<file path="src/fpa_pkg.sv">
// ----------------------------------------------------------------------------
// Fixed point ALU package
// Widths, operation codes and the records passed along the divider chain.
// ----------------------------------------------------------------------------
package fpa_pkg;

  localparam int DATA_W    = 32;
  localparam int FRAC_BITS = 8;
  localparam int DIV_W     = DATA_W + FRAC_BITS;  // quotient bits, one cell each
  localparam int PROD_W    = 2 * DATA_W;

  typedef enum logic [3:0] {
    OP_ADD, OP_SUB, OP_MUL, OP_DIV, OP_GT, OP_LT, OP_GE, OP_LE,
    OP_EQ, OP_NE, OP_MIN, OP_MAX, OP_INC, OP_DEC, OP_FROM_INT, OP_TO_INT
  } op_t;

  typedef logic signed [DATA_W-1:0] data_t;

  // result record of everything but the quotient
  typedef struct packed {
    logic  is_div;
    logic  div_neg;
    logic  dz;
    data_t res;
    logic  cmp;
    logic  ovf;
  } side_t;

  // restoring division state: partial remainder, shifting dividend/quotient
  typedef struct packed {
    logic [DATA_W-1:0] rem;
    logic [DIV_W-1:0]  num;
    logic [DATA_W-1:0] den;
  } div_t;

endpackage

</file>
<file path="src/fpa_div_cell.sv">
// ----------------------------------------------------------------------------
// Fixed point ALU divider cell
// One restoring-division step per cell; hands the item on each cycle that adv is set.
// ----------------------------------------------------------------------------
module fpa_div_cell import fpa_pkg::*; (
  input  logic  clk,
  input  logic  rst_n,
  input  logic  adv,
  input  logic  in_vld,
  input  side_t in_side,
  input  div_t  in_div,
  output logic  out_vld,
  output side_t out_side,
  output div_t  out_div
);

  logic         vld_r;
  side_t        side_r;
  div_t         div_r, div_nxt;
  logic [DATA_W:0] trial, diff;
  logic         ge;

  // shift in the next dividend bit, subtract the divisor if it fits
  always_comb begin
    trial       = {in_div.rem, in_div.num[DIV_W-1]};
    diff        = trial - {1'b0, in_div.den};
    ge          = (trial >= {1'b0, in_div.den});
    div_nxt.den = in_div.den;
    div_nxt.rem = ge ? diff[DATA_W-1:0] : trial[DATA_W-1:0];
    div_nxt.num = {in_div.num[DIV_W-2:0], ge};
  end

  always_ff @(posedge clk) begin
    if (!rst_n) begin
      vld_r <= 1'b0;
    end else if (adv) begin
      vld_r <= in_vld;
    end
  end

  always_ff @(posedge clk) begin
    if (adv) begin
      side_r <= in_side;
      div_r  <= div_nxt;
    end
  end

  assign out_vld  = vld_r;
  assign out_side = side_r;
  assign out_div  = div_r;

endmodule

</file>
<file path="config.mk">
export PLATFORM = sky130hd
export DESIGN_NAME = fpa_div_cell
export DESIGN_NICKNAME = d
export VERILOG_FILES = /design/src/fpa_pkg.sv /design/src/fpa_div_cell.sv
export SDC_FILE = /design/constraint.sdc
export NUM_CORES = 1
export LEC_CHECK = 0
export BUFFER_PORTS_ARGS = -buffer_cell sky130_fd_sc_hd__buf_2
export CAP_MARGIN = 10
export CORE_ASPECT_RATIO = 1.4
export CORE_UTILIZATION = 48
export CTS_CLUSTER_DIAMETER = 80
export DETAILED_ROUTE_END_ITERATION = 7
export HOLD_SLACK_MARGIN = 0.03
export PLACE_DENSITY_LB_ADDON = 0.2
export SLEW_MARGIN = 0
export SYNTH_ARGS = -nofsm -noshare
export SYNTH_HDL_FRONTEND = slang
export SYNTH_SLANG_ARGS = --single-unit
export TNS_END_PERCENT = 30
</file>
<file path="constraint.sdc">
create_clock -name clk -period 4.3 [get_ports clk]
set_input_delay 0.86 -clock clk [delete_from_list [all_inputs] [get_ports clk]]
set_output_delay 0.86 -clock clk [all_outputs]
set_load 0.02 [all_outputs]
</file>
After elaboration in Yosys (flattened, before gate mapping)
Index checks and enable logic that the tools add are counted.
{"block": "word_totals", "regBits": 142, "latch_bits": 0, "mem_bits_rw": 0, "rom_bits": 0, "in_bits": 145, "wordCells": 13, "n_memories": 0}
{"block": "op_classes", "n_addsub": 1, "n_mul": 0, "div_mod_pow": 0, "order_cmp": 1, "n_eq_ne": 0, "shifts": 0, "mux": 1, "bitwise_logic": 0, "n_reduce_logical": 0}
{"cell": "$ge 33x32->1", "n": 1}
{"cell": "$mux 32", "n": 1}
{"cell": "$sub 32x32->32", "n": 1}

Logic depth before layout (Yosys ltp)
{"block": "logic_depth", "depth_word": 2, "depth_mapped": 13, "ltp_nobuf": 12}

Worst setup path before layout
No wires, ideal clock.
{"block": "synth_timing", "path_type": "in2reg", "start": "in in_div[7] (netlist name)", "end": "reg div_r (netlist bit out_div[102]) (data pin)", "setup_time_ps": 262, "arrival_ps": 3373, "path_slack_ps": 665, "cell_stages": 12, "n_path_buf": 2, "cell_sequence": "inv_1 ha_1 buf_2 nand4_1 or4_1 a21oi_1 nor3_1 a211oi_2 o21ai_2 o31ai_4 buf_4 mux2_1"}
{"item": "start: declaration", "line": "fpa_div_cell.sv:11", "text": "input div_t in_div,"}
{"item": "end signal: assignment", "line": "fpa_div_cell.sv:44", "text": "div_r <= div_nxt;"}
{"item": "end: declaration", "line": "fpa_div_cell.sv:19", "text": "div_t div_r, div_nxt;"}

==> reports/metrics.yaml <==
postSynth.asyncResetShare: 0
clock_skew_ps: 0
core_area_um2: 13000
end_kind: "register"
drv_cap: 0
clock_sinks: 142
drt_pre_antenna_iters: 4
postCtsHoldBufs: 0
clk_path_buf_depth: 2
grt_pass1_wl_mm: 25.7
worst_pin_slew_ps: 976
antenna_found_initial: 0
critical_path.max_stage_delay_ps: 400
status: "completed"
cts_made_buffers: 17
fin_crit_sh: 0.835
num_rows: 49
via_per_inst: 5.17
dp_hpwl_mm: 13.0
drc_errors: 0
postSynthAreaPerCell_um2: 13.3
crit_path_top_delay_cell: "fa_1"
cp.required_ps: 4470
ant_nets: 0
synth_seq_area_share: 0.657
dp.cells: 938
rsz0062_at_grt: "false"
die-height_um: 139
hp-class: "reg -> reg"
grt_max_degree: 111
p_leak_nw: 3.87
final_cell_mix: "buf_2 (285), edfxtp_1 (141), a21oi_1 (54)"
num_antenna_cells: 0
finalSetupViolCount: 0
cts_root_buffer: "clkbuf_16"
power_density_nw_per_um2: 455
nets: 957
hold_viol: 0
synthesis.nets: 665
pre_cts_slack_ps: 287
nFillCells: 1022
grt_overflow: 0
cp_data_arrival_time_ps: 3760
dr_total_vias: 5008
ctsResizeCount: 0
crit_top_cell: "a21oi_1"
min_period_ps: 3590
totalWireLength_mm: 16.9
clk_pin_slew_worst_paths_ps: 60
io_buffer_count: 286
syn_area_um2: 6480
cts_setup_buffers: 0
clk_latency_ps: 420
tns_ps: 0
layout_commonest_cell: "buf_2"
die_area_um2: 14000
cts_max_level: 4
max_slew_margin: 0.349
grt_pass1_vias: 5040
critPathLaunchType: "primary input"
pin_count: 287
synth_edf_count: 141
gp_congestion: 0.886
instances_no_fill: 969
synthFlopType: "edfxtp_1"
drt_iter0_drc: 268
ir_worst_vdd_mv: 0.257
crit_type: "in -> reg"
slew_viol_final: 0
cts_tree: "yes"
cp_cell_sequence: "buf_2 > ha_1 > fa_1 > nand2b_1 > a21oi_1 > o21ai_0 > o311a_1 > a31oi_1 > a21oi_1 > o41ai_1 > xor2_1 > mux2_1"
areaGrowthSynthToFinish_pct: 33.9
fin_ws_ps: 708
grt_usage: 0.246
die_x_um: 100
initial_core_util: 0.498
yosysWarnings: 0
drive_gt1_frac: 0.415
post_drt_wl_per_cell_um: 17.4
ys_ff_latch: 142
cp_max_fo: 4
max_freq_mhz: 278
synthCells: 487
synthDistinctLibCells: 48
-- where the power goes --
| group | internal, mW | switching (mW) | leakage, nW |
|---|---|---|---|
| Sequential | 1.69 | 0.0313 | 1.39 |
| Combinational | 0.287 | 0.487 | 2.21 |
| Clock | 0.906 | 0.551 | 0.278 |
-- critical path, delay by kind of cell --
kind                       cells  cell delay (ps)
muxes                          1              300
buffers and inverters          1              110
and+or+nand+nor                1              180
AOI/OAI and AO/OA              6             1560
xor gates and xnor gates       1              110
adders and majority gates      2              630
-- layer usage --
layer / vias to the layer above / wire length (µm) / track usage
met3: 41 / 1740 / 0.103
met4: 0 / 583 / 0.107
met2: 244 / 8820 / 0.442
met5: - / 0 / 0
li1: 2406 / - / -
met1: 2317 / 5760 / 0.242
-- worst paths after layout --
check	startpoint	to	slack, ps	cells after the start
setup / recovery	in_div[0]	out_div[102]	710	12
hold / removal	out_vld	out_vld	520	2
setup reg to reg	out_vld	out_vld	3710	2
hold reg to reg	out_vld	out_vld	520	2
-- logic make-up after synthesis --
group | Yosys count | share of synthesized area
AOI/OAI and AO/OA | 118 | 0.114
xor gates and xnor gates | 27 | 0.0365
adders and majority gates | 33 | 0.0649
buffers and inverters | 55 | 0.0353
DFF | 142 | 0.657
muxes | 13 | 0.0220
and+or+nand+nor | 99 | 0.0709
-- state kept, by name, indices dropped and copies added, names as in the netlist --
signal and flops:
out_vld 1, out_div 104, out_side 37
-- Yosys cell counts, types with 2 or more instances --
cell / number / share of area
xnor2_1: 16 / 0.022
nor4_1: 4 / 0.0039
and4_1: 2 / 0.0027
nand4_1: 7 / 0.0068
xor2_1: 11 / 0.015
ha_1: 32 / 0.062
nor2b_1: 3 / 0.0029
a2bb2oi_1: 2 / 0.0027
clkbuf_1: 5 / 0.0029
mux2_1: 4 / 0.0070
inv_1: 38 / 0.022
mux2i_1: 3 / 0.0046
edfxtp_1: 141 / 0.65
o211ai_1: 4 / 0.0046
a211oi_1: 3 / 0.0035
a21oi_1: 54 / 0.042
o21ai_0: 16 / 0.012
buf_2: 8 / 0.0062
a211o_1: 2 / 0.0027
nor2_1: 36 / 0.021
nand2_1: 27 / 0.016
o21bai_1: 3 / 0.0035
o22ai_1: 2 / 0.0019
o41ai_1: 2 / 0.0027
nor3_1: 2 / 0.0015
o21a_1: 6 / 0.0070
a21o_1: 12 / 0.014
a31oi_1: 5 / 0.0048
nand3_1: 8 / 0.0062
nand2b_1: 4 / 0.0039
mux2_2: 6 / 0.010
buf_4: 3 / 0.0035
-- cell type report --
type                       instances  area, µm²  share of cell area
clock buffer                      20        437              0.0504
clock inverter                    11        141              0.0163
inverter                          38        143              0.0164
multi-input combinational        290       1990               0.230
sequential                       142       4250               0.491
tap                              178        223              0.0257
timing repair buffer             290       1480               0.171
-- through the flow --
stage	power (mW)	area [µm²]	utilization	hold slack, ps
after global routing	4.11	8670	0.667	555
after floorplan	2.22	6480	-	589
after CTS	3.98	8670	0.667	524
final	3.95	8670	0.667	516
after global placement	2.51	8090	0.623	493
after detailed placement	2.52	8090	0.623	510
No activity file was read; power rests on OpenSTA's default activity.
