**config.mk**
```make
export PLATFORM = sky130hd
export DESIGN_NAME = fpa_back
export DESIGN_NICKNAME = d
export VERILOG_FILES = /design/src/fpa_pkg.sv /design/src/fpa_back.sv
export SDC_FILE = /design/constraint.sdc
export NUM_CORES = 1
export LEC_CHECK = 0
export ABC_AREA = 0
export ABC_CLOCK_PERIOD_IN_PS = 3100
export BUFFER_PORTS_ARGS = -buffer_cell sky130_fd_sc_hd__buf_4
export CAP_MARGIN = 40
export CORE_MARGIN = 4
export CORE_UTILIZATION = 41
export DETAILED_ROUTE_END_ITERATION = 6
export PLACE_DENSITY = 0.9
export SYNTH_ARGS = -nofsm -noshare
export SYNTH_HDL_FRONTEND = slang
export SYNTH_SLANG_ARGS = --single-unit
```
**constraint.sdc**
```tcl
create_clock -name clk -period 3.1 [get_ports clk]
set_input_delay 0.62 -clock clk [delete_from_list [all_inputs] [get_ports clk]]
set_output_delay 0.62 -clock clk [all_outputs]
set_load 0.02 [all_outputs]
```
**src/fpa_pkg.sv**
```systemverilog
// ----------------------------------------------------------------------------
// Fixed point ALU package
// Widths, operation codes and the records passed along the divider chain.
// ----------------------------------------------------------------------------
package fpa_pkg;

  localparam int DATA_W    = 32;
  localparam int FRAC_BITS = 8;
  localparam int DIV_W     = DATA_W + FRAC_BITS;  // quotient bits, one cell each
  localparam int PROD_W    = 2 * DATA_W;

  typedef enum logic [3:0] {
    OP_ADD, OP_SUB, OP_MUL, OP_DIV, OP_GT, OP_LT, OP_GE, OP_LE,
    OP_EQ, OP_NE, OP_MIN, OP_MAX, OP_INC, OP_DEC, OP_FROM_INT, OP_TO_INT
  } op_t;

  typedef logic signed [DATA_W-1:0] data_t;

  // result record of everything but the quotient
  typedef struct packed {
    logic  is_div;
    logic  div_neg;
    logic  dz;
    data_t res;
    logic  cmp;
    logic  ovf;
  } side_t;

  // restoring division state: partial remainder, shifting dividend/quotient
  typedef struct packed {
    logic [DATA_W-1:0] rem;
    logic [DIV_W-1:0]  num;
    logic [DATA_W-1:0] den;
  } div_t;

endpackage

```
**src/fpa_back.sv**
```systemverilog
// ----------------------------------------------------------------------------
// Fixed point ALU back end
// Sign and range of the quotient, result select, output register.
// ----------------------------------------------------------------------------
module fpa_back import fpa_pkg::*; (
  input  logic  clk,
  input  logic  rst_n,
  input  logic  adv,
  input  logic  in_vld,
  input  side_t in_side,
  input  div_t  in_div,
  output logic  out_vld,
  output side_t out_side
);

  localparam logic [DIV_W-1:0] LIM = DIV_W'(1) << (DATA_W-1);

  logic             vld_r;
  side_t            side_r, side_nxt;
  logic [DIV_W-1:0] quo, quo_s;
  logic             fits;

  always_comb begin
    quo      = in_div.num;
    quo_s    = in_side.div_neg ? (~quo + 1'b1) : quo;
    fits     = in_side.div_neg ? (quo <= LIM) : (quo < LIM);
    side_nxt = in_side;
    if (in_side.is_div) begin
      if (in_side.dz) begin
        side_nxt.res = '0;
        side_nxt.ovf = 1'b0;
      end else begin
        side_nxt.res = quo_s[DATA_W-1:0];
        side_nxt.ovf = !fits;
      end
    end
  end

  always_ff @(posedge clk) begin
    if (!rst_n) begin
      vld_r <= 1'b0;
    end else if (adv) begin
      vld_r <= in_vld;
    end
  end

  always_ff @(posedge clk) begin
    if (adv) begin
      side_r <= side_nxt;
    end
  end

  assign out_vld  = vld_r;
  assign out_side = side_r;

endmodule

```
### Word level (Yosys, flattened, before mapping)

Cells that the tools add are included.

| word-level totals | value |
|---|---|
| flip-flop bits (word level) | 38 |
| input bits | 145 |
| output and inout port bits | 38 |
| word-level logic and storage cells | 18 |

| operators by class | value |
|---|---|
| add/subtract/negate cells | 1 |
| order comparisons | 2 |
| mux-type cells | 6 |
| bitwise gates (word level) | 1 |
| reduce and logical (&&, ||, !) cells | 1 |

Operators by type and width:

| cell | count |
|---|---|
| 32-bit two-way mux | 3 |
| 40-bit by 32-bit <= comparator with 1-bit output, second input constant | 1 |
| 40-bit by 32-bit less-than comparator with 1-bit output, second input constant | 1 |
| 32-bit by 1-bit adder with 32-bit output, second input constant | 1 |
| 32-bit NOT | 1 |
| 1-bit two-way mux | 3 |
| 1-bit logical NOT | 1 |

### Longest topological paths before layout

| depth | value |
|---|---|
| depth in word-level cells | 5 |
| mapped depth | 8 |

### Worst setup path before layout

OpenSTA, ideal clock, no wires.

| path | value |
|---|---|
| path type | input -> register |
| start | input in_div[32] (netlist bit) |
| end | register side_r, in the netlist out_side[30], data pin |
| setup time | 0.135 ns |
| arrival time | 2.606 ns |
| path slack | 0.358 ns |
| stages on the path | 8 |
| cells stage by stage | inv_1 -> ha_1 -> or3b_2 -> buf_2 -> or4_1 -> buf_2 -> or4_1 -> nand3_1 |

RTL lines:

| what | line | text |
|---|---|---|
| from (decl) | fpa_back.sv:11 | `input div_t in_div,` |
| to (signal assigned) | fpa_back.sv:49 | `side_r <= side_nxt;` |
| to (decl) | fpa_back.sv:19 | `side_t side_r, side_nxt;` |

==> results.md <==
* Cell Rows at 28
* Layout cells sized above 1 at 0.3797
* Post-route ant nets at 0
* Internal at between 1 and 1.5 mW
* Via count at 2,847
* Synth cell types at 43
* Worst path top cell family by delay: simple AND/OR/NAND/NOR gates
* Critical path's most frequent cell: or4_1
* Worst Setup Start Kind: primary input
* M1 WL at ~3300 um
* First-pass GRT wire length at 13,580 um
* Vias in the first global route at 2,759
* IO Port Bufs at roughly 120
* Max cap viols at 0
* WS Path Type: in2reg
* Setup WS pre-CTS at 0.2463 ns
* Pwr dens at roughly 430 nW/um^2
* Max-Slew Margin vs Limit at 0.5616
* Initial antenna violation count at 0
* R2r startpoint: out_vld$_SDFFE_PN0P_
* Chip width at around 87 um
* Top sig layer: met4
* RSZ-0062 raised after global routing: false
* Die footprint at around 7500 um^2
* Critical Path AT at roughly 2.7 ns
* Sequential share of power at 0.407
* Sw frac at 0.2679
* Die Height at approximately 87 um
* GRT Total Usage at 0.2306
* Count leader, synth: edfxtp_1
* Mapped Cells at roughly 260
* Nets at 519
* Number of primary I/O pins at between 150 and 200
* Setup TNS at 0 ns
* Number of flops mapped to enable cells by yosys at 37
* Slowest-stage cell, CP: or4_1
* VDD IR-drop max at ~0.21 mV
* WP buf/inv at 2
* Worst path max stage delay at 0.67 ns
* Max frequency at 388.4 MHz
* Tmin final at 2.575 ns
* Main combinational cell family by area after synthesis: simple AND/OR/NAND/NOR gates
* Period utilisation layout at 0.8306
* Sink Count at 38
* WL/cell at 19.54 um
* Syn_nets at 404
* P_sw at 0.4176 mW
* Status: finished clean
* Mean post-synth cell area at 9.816 um^2
* Pin count of the biggest net entering global routing at 39
* Post-synthesis adder-cell area fraction at 0.004941
* Worst hold start: in_side[1]
* Async set-or-reset flop fraction in the synthesized netlist at 0
* CTS root buf: clkbuf_8
* Routed wl met2 at roughly 4300 um
* Total power draw at 1.559 mW
* Most frequent cells after synthesis: 37 x edfxtp_1, 21 x nand2_1, 19 x or4_1, 16 x clkbuf_1, 15 x nor4_1
* Worst-path cell chain: buf_4 > inv_1 > ha_1 > or3b_2 > or4_1 > or4_1 > nand3_1
* Leak at between 1 and 1.5 nW
* DRC viols at 0
* Antenna cell count at 0
* Max Slew Vio Count at 0
* XOR/XNOR Fraction of Synth Area at 0.04842
* Starting Density at 0.4252
* Synth top area share at 0.4387
* Hold slack final at 0.4967 ns
* Comb pwr share at 0.251
* Main area contributors after synthesis: edfxtp_1 44%, or4_1 5.6%, a32oi_1 3.8%
* HPWL after detailed placement at 6451 um
* Worst Path Max Fanout at 7
* Final setup fails at 0
* Met3 WL at about 970 um
* Hold Crit Class: in2reg
* Post-CTS Setup Bufs at 0
* Pre-antenna DRT Iters at 5
* PnR worst setup slack at ~0.53 ns
* Max clock buf depth at 2
* Post-synthesis compound-gate area fraction at 0.1976
* H-tree Lvls at 2
* Syn-to-layout area delta at 44.57%
* #FFs+latches synth at 38
* YS warnings at 0
* Setup crit end kind: register
* Hold_buf cts at 0
* Final wirelength at 8772 um
* CTS tree: built
* Sequential-to-total area share from yosys stat at 0.4466
* Final hold violation count at 0
* Core area at between 5000 and 6000 um^2
* Iteration-0 DRC Markers at approximately 240
* Clk_skew at 0 ns
* Crit path launch: in_div[32]
* Grt total ovfl at 0
* Clk_lat worst skew at around 0.29 ns
* Critical path required time at 3.26 ns
* Final Util at 0.6147
* Multiplexer area fraction after synthesis at 0.007905
* Post-Syn Area at between 2000 and 3000 um^2
* Vias per cell at 6.341
* Post_cts resized at 0
* Synth Area in Simple Gates at 0.2530
* GP Congestion at around 0.9
* Clock Pin Slew Worst Setup and Hold Paths at 0.08 ns
* CTS Buf Count at 5
* Clk pwr share at 0.342
* Worst slew pin tran at about 0.64 ns
* Cell taking the most area after synthesis: edfxtp_1
* Main flop type after synthesis: edfxtp_1
## cells in the final DEF (no fill, tap or decap), types with 11 or more instances in the layout
| cell type | synthesis | final |
|---|---|---|
| a32oi_1 | 11 | 11 |
| buf_4 | 0 | 127 |
| edfxtp_1 | 37 | 37 |
| nand2_1 | 21 | 21 |
| nand3_1 | 12 | 12 |
| nor3_1 | 12 | 12 |
| nor4_1 | 15 | 15 |
| o31ai_1 | 12 | 12 |
| or4_1 | 19 | 19 |
## sequential cells by signal (all words and copies together) (netlist names)
name      flops
out_side     37
out_vld       1
## through the flow
stage / cell area, um^2 / cells
global route: 3661 / 449
CTS: 3661 / 449
detailed placement: 3518 / 441
finish: 3661 / 449
global placement: 3503 / 440
floorplan: 2532 / 258
## logic make-up (layout without fill, tap and decap cells)
logic type | Yosys count | after routing
adder cells (fa/ha/maj) | 1 | 1
flip-flops | 38 | 38
XOR/XNOR | 14 | 14
buffers and inverters | 27 | 143
AO/OA/AOI/OAI | 62 | 62
AND/OR/NAND/NOR | 114 | 114
multiplexers | 2 | 2
## area by class of cell
class	instances	area [um^2]
clock buffer	6	82.58
fill	495	2295
multi-input combinational	193	1299
tap	75	93.84
sequential	38	1131
inverter	7	26.28
clock inverter	2	60.06
timing repair buffer	128	968.4
## worst paths after layout
path	to	slack, ns	cells past startpoint
hold reg to reg	out_vld$_SDFFE_PN0P_	0.58	2
setup / recovery	out_side[30]$_DFFE_PP_	0.53	7
setup reg to reg	out_vld$_SDFFE_PN0P_	2.44	2
hold / removal	out_side[1]$_DFFE_PP_	0.50	1
## per-layer routing
| metal | vias up | global-route usage |
|---|---|---|
| met3 | 25 | 0.05608 |
| met4 | 0 | 0.09632 |
| met2 | 194 | 0.3922 |
| met1 | 1336 | 0.2780 |
| met5 | - | 0 |
| li1 | 1292 | - |
## power groups by stage
stage / registers, mW / logic [mW] / clock network (mW)
after floorplan: 0.706 / 0.108 / 0
after global placement: 0.643 / 0.374 / 0
after detailed placement: 0.645 / 0.387 / 0
after CTS: 0.635 / 0.389 / 0.544
after global routing: 0.638 / 0.417 / 0.565
final: 0.634 / 0.392 / 0.533
Note: power is estimated with default switching activity, not from simulation.
