File: config.mk
export PLATFORM = sky130hd
export DESIGN_NAME = fpa_front
export DESIGN_NICKNAME = d
export VERILOG_FILES = /design/src/fpa_pkg.sv /design/src/fpa_front.sv
export SDC_FILE = /design/constraint.sdc
export NUM_CORES = 2
export LEC_CHECK = 0
export BUFFER_PORTS_ARGS = -buffer_cell sky130_fd_sc_hd__buf_2
export CELL_PAD_IN_SITES_DETAIL_PLACEMENT = 0
export CELL_PAD_IN_SITES_GLOBAL_PLACEMENT = 2
export CORE_MARGIN = 2
export CORE_UTILIZATION = 46
export DETAILED_ROUTE_END_ITERATION = 7
export GPL_ROUTABILITY_DRIVEN = 0
export PLACE_DENSITY = 0.95
export SLEW_MARGIN = 30
export SYNTH_ARGS = -nofsm -noshare
export SYNTH_HDL_FRONTEND = slang
export SYNTH_SLANG_ARGS = --single-unit
File: constraint.sdc
create_clock -name clk -period 17.3 [get_ports clk]
set_input_delay 0 -clock clk [delete_from_list [all_inputs] [get_ports clk]]
set_output_delay 0 -clock clk [all_outputs]
set_load 0.1 [all_outputs]
File: src/fpa_pkg.sv
// ----------------------------------------------------------------------------
// Fixed point ALU package
// Widths, operation codes and the records passed along the divider chain.
// ----------------------------------------------------------------------------
package fpa_pkg;

  localparam int DATA_W    = 32;
  localparam int FRAC_BITS = 8;
  localparam int DIV_W     = DATA_W + FRAC_BITS;  // quotient bits, one cell each
  localparam int PROD_W    = 2 * DATA_W;

  typedef enum logic [3:0] {
    OP_ADD, OP_SUB, OP_MUL, OP_DIV, OP_GT, OP_LT, OP_GE, OP_LE,
    OP_EQ, OP_NE, OP_MIN, OP_MAX, OP_INC, OP_DEC, OP_FROM_INT, OP_TO_INT
  } op_t;

  typedef logic signed [DATA_W-1:0] data_t;

  // result record of everything but the quotient
  typedef struct packed {
    logic  is_div;
    logic  div_neg;
    logic  dz;
    data_t res;
    logic  cmp;
    logic  ovf;
  } side_t;

  // restoring division state: partial remainder, shifting dividend/quotient
  typedef struct packed {
    logic [DATA_W-1:0] rem;
    logic [DIV_W-1:0]  num;
    logic [DATA_W-1:0] den;
  } div_t;

endpackage

File: src/fpa_front.sv
// ----------------------------------------------------------------------------
// Fixed point ALU front end
// Two stages: multiply and divider setup, then all non-divide results.
// ----------------------------------------------------------------------------
module fpa_front import fpa_pkg::*; (
  input  logic  clk,
  input  logic  rst_n,
  input  logic  adv,
  input  logic  in_vld,
  input  op_t   in_op,
  input  data_t in_a,
  input  data_t in_b,
  output logic  out_vld,
  output side_t out_side,
  output div_t  out_div
);

  logic                      s1_vld_r;
  op_t                       s1_op_r;
  data_t                     s1_a_r, s1_b_r;
  logic signed [PROD_W-1:0]  s1_prod_r, s1_prod_nxt;
  logic [DIV_W-1:0]          s1_num_r, s1_num_nxt;
  logic [DATA_W-1:0]         s1_den_r, s1_den_nxt;
  logic signed [PROD_W-1:0]  a_ext, b_ext;
  logic [DATA_W-1:0]         abs_a;

  logic                      s2_vld_r;
  side_t                     s2_side_r, s2_side_nxt;
  div_t                      s2_div_r, s2_div_nxt;

  logic signed [DATA_W:0]    a_x, b_x, sum, dif, incv, decv;
  logic signed [PROD_W-1:0]  p_sh;
  logic [PROD_W-DATA_W:0]    p_top;
  logic [FRAC_BITS:0]        a_top;

  always_comb begin
    a_ext       = PROD_W'(in_a);
    b_ext       = PROD_W'(in_b);
    s1_prod_nxt = a_ext * b_ext;
    abs_a       = in_a[DATA_W-1] ? (~in_a + 1'b1) : in_a;
    s1_num_nxt  = {abs_a, {FRAC_BITS{1'b0}}};
    s1_den_nxt  = in_b[DATA_W-1] ? (~in_b + 1'b1) : in_b;
  end

  always_ff @(posedge clk) begin
    if (!rst_n) begin
      s1_vld_r <= 1'b0;
      s2_vld_r <= 1'b0;
    end else if (adv) begin
      s1_vld_r <= in_vld;
      s2_vld_r <= s1_vld_r;
    end
  end

  always_ff @(posedge clk) begin
    if (adv) begin
      s1_op_r   <= in_op;
      s1_a_r    <= in_a;
      s1_b_r    <= in_b;
      s1_prod_r <= s1_prod_nxt;
      s1_num_r  <= s1_num_nxt;
      s1_den_r  <= s1_den_nxt;
      s2_side_r <= s2_side_nxt;
      s2_div_r  <= s2_div_nxt;
    end
  end

  always_comb begin
    a_x   = (DATA_W+1)'(s1_a_r);
    b_x   = (DATA_W+1)'(s1_b_r);
    sum   = a_x + b_x;
    dif   = a_x - b_x;
    incv  = a_x + (DATA_W+1)'(1);
    decv  = a_x - (DATA_W+1)'(1);
    p_sh  = s1_prod_r >>> FRAC_BITS;
    p_top = p_sh[PROD_W-1:DATA_W-1];
    a_top = s1_a_r[DATA_W-1 -: FRAC_BITS+1];

    s2_side_nxt         = '0;
    s2_side_nxt.div_neg = s1_a_r[DATA_W-1] ^ s1_b_r[DATA_W-1];
    s2_div_nxt.rem      = '0;
    s2_div_nxt.num      = s1_num_r;
    s2_div_nxt.den      = s1_den_r;

    case (s1_op_r)
      OP_ADD: begin
        s2_side_nxt.res = sum[DATA_W-1:0];
        s2_side_nxt.ovf = sum[DATA_W] ^ sum[DATA_W-1];
      end
      OP_SUB: begin
        s2_side_nxt.res = dif[DATA_W-1:0];
        s2_side_nxt.ovf = dif[DATA_W] ^ dif[DATA_W-1];
      end
      OP_MUL: begin
        s2_side_nxt.res = p_sh[DATA_W-1:0];
        s2_side_nxt.ovf = !((&p_top) || !(|p_top));
      end
      OP_DIV: begin
        s2_side_nxt.is_div = 1'b1;
        s2_side_nxt.dz     = (s1_b_r == '0);
      end
      OP_GT:  s2_side_nxt.cmp = (s1_a_r >  s1_b_r);
      OP_LT:  s2_side_nxt.cmp = (s1_a_r <  s1_b_r);
      OP_GE:  s2_side_nxt.cmp = (s1_a_r >= s1_b_r);
      OP_LE:  s2_side_nxt.cmp = (s1_a_r <= s1_b_r);
      OP_EQ:  s2_side_nxt.cmp = (s1_a_r == s1_b_r);
      OP_NE:  s2_side_nxt.cmp = (s1_a_r != s1_b_r);
      OP_MIN: s2_side_nxt.res = (s1_a_r > s1_b_r) ? s1_b_r : s1_a_r;
      OP_MAX: s2_side_nxt.res = (s1_a_r > s1_b_r) ? s1_a_r : s1_b_r;
      OP_INC: begin
        s2_side_nxt.res = incv[DATA_W-1:0];
        s2_side_nxt.ovf = incv[DATA_W] ^ incv[DATA_W-1];
      end
      OP_DEC: begin
        s2_side_nxt.res = decv[DATA_W-1:0];
        s2_side_nxt.ovf = decv[DATA_W] ^ decv[DATA_W-1];
      end
      OP_FROM_INT: begin
        s2_side_nxt.res = s1_a_r <<< FRAC_BITS;
        s2_side_nxt.ovf = !((&a_top) || !(|a_top));
      end
      OP_TO_INT: s2_side_nxt.res = s1_a_r >>> FRAC_BITS;
      default:   s2_side_nxt.res = '0;
    endcase
  end

  assign out_vld  = s2_vld_r;
  assign out_side = s2_side_r;
  assign out_div  = s2_div_r;

endmodule

# After elaboration in Yosys (flattened, before gate mapping)
# Cells that the tools add are included.
# Widths: inputs -> output; s select.
word_totals:
  ff_bits: 299
  out_inout_bits: 142
  inputBits: 72
  elab_cells: 73
op_classes:
  add_sub_neg: 6
  eq_ne: 17
  n_reduce_logical: 12
  mul: 1
  muxes: 8
  order_cmp: 4
  n_bitwise: 7
ops:
  columns: ["cell", "count"]
  rows:
  - ["$pmux 32 s9", 1]
  - ["$add 32x1->32 const B", 2]
  - ["$mul 32x32->64", 1]
  - ["$mux 32", 2]
  - ["$not 32->32", 2]
  - ["$mux 31", 2]
  - ["$add 32x2->33 const B", 1]
  - ["$add 32x32->33", 1]
  - ["$sub 32x2->33 const B", 1]
  - ["$sub 32x32->33", 1]
  - ["$eq 32x32->1", 1]
  - ["$eq 4x4->1 const B", 8]
  - ["$ge 32x32->1", 1]
  - ["$gt 32x32->1", 1]
  - ["$le 32x32->1", 1]
  - ["$logic_not 32->1", 1]
  - ["$lt 32x32->1", 1]
  - ["$ne 32x32->1", 1]
  - ["$reduce_and 25->1", 1]
  - ["$reduce_or 25->1", 1]
  - ["$eq 4x3->1 const B", 4]
  - ["$pmux 1 s6", 2]
  - ["$reduce_and 9->1", 1]
  - ["$reduce_or 9->1", 1]
  - ["7 further kinds", 16]

# Depth between registers and ports, before layout
depth:
  word_depth: 5
  mapped_depth: 28
  depth_no_buf: 26

# Worst setup path before layout
# OpenSTA, ideal clock, no wires.
synth_timing:
  kind: "input -> register"
  startpoint: "input port in_a[31]"
  endpoint: "register s1_prod_r[56] (data pin)"
  t_required_ps: 17105
  setup_slack_ps: 9588
  setup_time_ps: 195
  cell_stages: 25
  path_buffers: 2
  arrival_ps: 7517
  path_cell_list: "clkbuf_1 > clkbuf_1 > nand2_1 > inv_1 > fa_1 > fa_1 > fa_1 > fa_1 > inv_1 > fa_1 > inv_1 > fa_1 > inv_1 > fa_1 > inv_1 > fa_1 > ha_1 > a21boi_0 > a311oi_1 > nand2_1 > o31ai_1 > nand2_1 > a21o_1 > a2111o_1 > o311ai_0"
synth_via:
  elab_chain_cells: 1
synth_lines:
  columns: ["item", "line", "source"]
  rows:
  - ["start, declared", "fpa_front.sv:11", "input data_t in_a,"]
  - ["$mul 32x32->64", "fpa_front.sv:39", "s1_prod_nxt = a_ext * b_ext;"]
  - ["net s1_prod_nxt[56]", "fpa_front.sv:21", "logic signed [PROD_W-1:0] s1_prod_r, s1_prod_nxt;"]
  - ["end signal, assigned", "fpa_front.sv:60", "s1_prod_r <= s1_prod_nxt;"]
  - ["end, declared", "fpa_front.sv:21", null]
# The timed path passes the listed nets, and every way through them passes these cells.
# A chain may end at the register's enable or synchronous reset.

# Worst setup path in the final report
layout_timing:
  startpoint: "input port in_b[2]"
  endpoint: "register s1_prod_r[56] (data pin)"
layout_via:
  elab_chain_cells: 1
layout_lines:
  columns: ["item", "line", "source"]
  rows:
  - ["start, declared", "fpa_front.sv:12", "input data_t in_b,"]
  - ["$mul 32x32->64", "fpa_front.sv:39", null]
  - ["net s1_prod_nxt[56]", "fpa_front.sv:21", null]
# The timed path passes the listed nets, and every way through them passes these cells.

==> results.json <==
{
  "chipHeight_um": 341,
  "timing_worst_slew_pin_value_ns": 1.10,
  "clock-root-buffer": "sky130_fd_sc_hd__clkbuf_16",
  "synthesized_instance_count": 5323,
  "syn_area_per_cell_um2": 9.82,
  "preCtsSetupSlack_ns": 8.40,
  "async_flop_share_pct": 0,
  "clkSinkCount": 289,
  "criticalPathCategory": "primary input to register",
  "finalSetupTns_ns": 0,
  "avgRoutedWirePerCell_um": 23.2,
  "crit_required_ns": 17.68,
  "initial_core_util_pct": 46.4,
  "antenna_violating_nets_post_route": 0,
  "critical_path.top_delay_family": "adder cells",
  "synth_top_area_share_pct": 41.5,
  "critical_path_peak_fanout": 36,
  "ys_warn_count": 0,
  "synth_cell_types": 85,
  "worst-endpoint-arrival_ns": 9.00,
  "post_drt_via_cell_ratio": 5.66,
  "dr.first_iter.drc_count": 3550,
  "synth-seq-cells": 289,
  "outcome": "finished with violations",
  "post-route-drc-count": 4,
  "core.rowCount": 123,
  "min_path_type": "primary input to register",
  "post_cts_hold_buffer_count": 19,
  "clockBufferDepth": 3,
  "cp-start-kind": "primary input",
  "largest_net_degree_at_the_start_of_global_routing": 87,
  "synth_area_leaders": "sky130_fd_sc_hd__fa_1 (41%), sky130_fd_sc_hd__edfxtp_1 (16%), sky130_fd_sc_hd__inv_1 (7.3%)",
  "hpwlAfterDp_um": 116000,
  "totalWireLength_um": 158000,
  "synthFlopType": "sky130_fd_sc_hd__edfxtp_1",
  "first_global_vias": 40300,
  "slowest_delay_ns": 0.98,
  "fin_nets": 6717,
  "synthDominantAreaCellType": "sky130_fd_sc_hd__fa_1",
  "hold_fails_final_rpt": 0,
  "drt-pass1-iter-count": 8,
  "die_area_um2": 116000,
  "clock_skew_ns": 0.0421,
  "clk_pin_slew_worst_paths_ns": 0.06,
  "period_share_pct": 49.8,
  "worst_skew_late_latency_ns": 0.63,
  "groute.usage.overall_pct": 27.8,
  "vias": 38700,
  "post_synth_instance_area_um2": 52300,
  "htree_num_levels": 2,
  "maxClockFrequency_mhz": 116,
  "worstSetupEndpointType": "register",
  "timing.slew.headroom_pct": 26.4,
  "period_needed_ns": 8.62,
  "fin_ws_ns": 8.68,
  "die_w_um": 341,
  "antenna_found_initial": 15,
  "crit_path_top_delay_cell": "sky130_fd_sc_hd__fa_1",
  "synth.top_cells.by_count": "sky130_fd_sc_hd__fa_1 (1083), sky130_fd_sc_hd__inv_1 (1019), sky130_fd_sc_hd__nand2_1 (607)",
  "numPortBuffers": 173,
  "core_area_um2": 113000,
  "rsz0062_at_grt": "no",
  "drive_above_1_share_pct": 6.38,
  "postCtsResizedCells": 0,
  "setup_viol_count_final": 0,
  "filler_cell_count": 10400,
  "yosys.cell_count.top_type": "sky130_fd_sc_hd__fa_1",
  "cpMostUsedCell": "sky130_fd_sc_hd__fa_1",
  "synth_seq_area_share_pct": 16.6,
  "finalMaxSlewViolations": 0,
  "floorplan.io_pins": 214,
  "cap_viol_max_count": 0,
  "cts_tree": "yes",
  "post_cts_repair_setup_buffers": 0,
  "grt.overflow.total": 0,
  "synth_enable_flop_cells": 287,
  "cts_buffers": 37,
  "path_buf_inv": 8,
  "failed_checks": "design-rule violations",
  "layout-area-overhead-vs-synth_pct": 6.62,
  "global_route_wire_length_before_repair_um": 244000
}
through the flow:
stage               hold WS [ns]  area (µm²)  util [%]  cells
finish                    0.0295       55700      49.5   6843
CTS                      0.00114       55700      49.4   6839
global route              0.0256       55700      49.5   6841
floorplan                 0.0989       52400         -   5362
detailed placement         0.185       54300      48.2   6754
global placement           0.181       54200      48.1   6753
layer usage:
metal	global-route usage (%)	share of wire (%)	wire, µm
met1	35.8	38	60100
met2	46.3	49	77200
met3	4.81	8.3	13200
met4	12.0	5.0	7890
met5	0	0.050	80
area by class of cell:
class | instances | area (µm²) | share of cell area [%]
clock inverters | 28 | 312 | 0.559
multi-input cells | 3696 | 38400 | 69.0
inverters | 1022 | 3840 | 6.88
clock buffers | 38 | 930 | 1.67
well taps | 1500 | 1880 | 3.37
diodes | 2 | 5.00 | 0.00898
flip-flops and latches | 289 | 8660 | 15.5
repair buffers | 268 | 1670 | 3.00
state kept, by name, summed over array words and instances (netlist names):
signal	cells
s1_num_r	31
s1_vld_r	1
s1_den_r	31
s1_prod_r	56
out_vld	1
s1_op_r	4
out_div	64
s1_a_r	32
s1_b_r	32
out_side	37
path summary, 6_finish.rpt:
kind | start | end | slack [ns] | cells after the start
worst min register to register | s1_num_r[28] | out_div[60] | 0.41 | 0
worst max register to register | s1_a_r[18] | out_side[18] | 12.44 | 10
worst max-delay path | in_b[2] | s1_prod_r[56] | 8.68 | 26
worst min-delay path | in_b[25] | s1_b_r[25] | 0.03 | 2
cells in the final DEF, fill, tap and decap left out, types with 30 or more instances in the layout:
cell	instances
sky130_fd_sc_hd__xor2_1	41
sky130_fd_sc_hd__inv_1	1019
sky130_fd_sc_hd__nand2_1	607
sky130_fd_sc_hd__xnor2_1	137
sky130_fd_sc_hd__nand4_1	30
sky130_fd_sc_hd__conb_1	40
sky130_fd_sc_hd__clkbuf_16	37
sky130_fd_sc_hd__buf_2	169
sky130_fd_sc_hd__nand3_1	46
sky130_fd_sc_hd__o21ai_0	113
sky130_fd_sc_hd__edfxtp_1	287
sky130_fd_sc_hd__nor2_1	143
sky130_fd_sc_hd__and2_1	514
sky130_fd_sc_hd__nor4_1	34
sky130_fd_sc_hd__fa_1	1083
sky130_fd_sc_hd__a21oi_1	122
sky130_fd_sc_hd__buf_4	73
sky130_fd_sc_hd__nor3_1	56
sky130_fd_sc_hd__ha_1	248
logic make-up after synthesis:
family | count (synthesis) | synth area share (%)
xor+xnor | 178 | 2.98
mux | 23 | 0.448
simple gates | 1583 | 15.3
fa+ha+maj | 1331 | 47.4
flops | 289 | 16.6
buf+inv | 1377 | 10.2
other cells | 1 | 0.00717
compound gates | 541 | 7.02
Power is not shown: default switching activity piles up to over one toggle a cycle in this logic, so the estimate is an artifact.
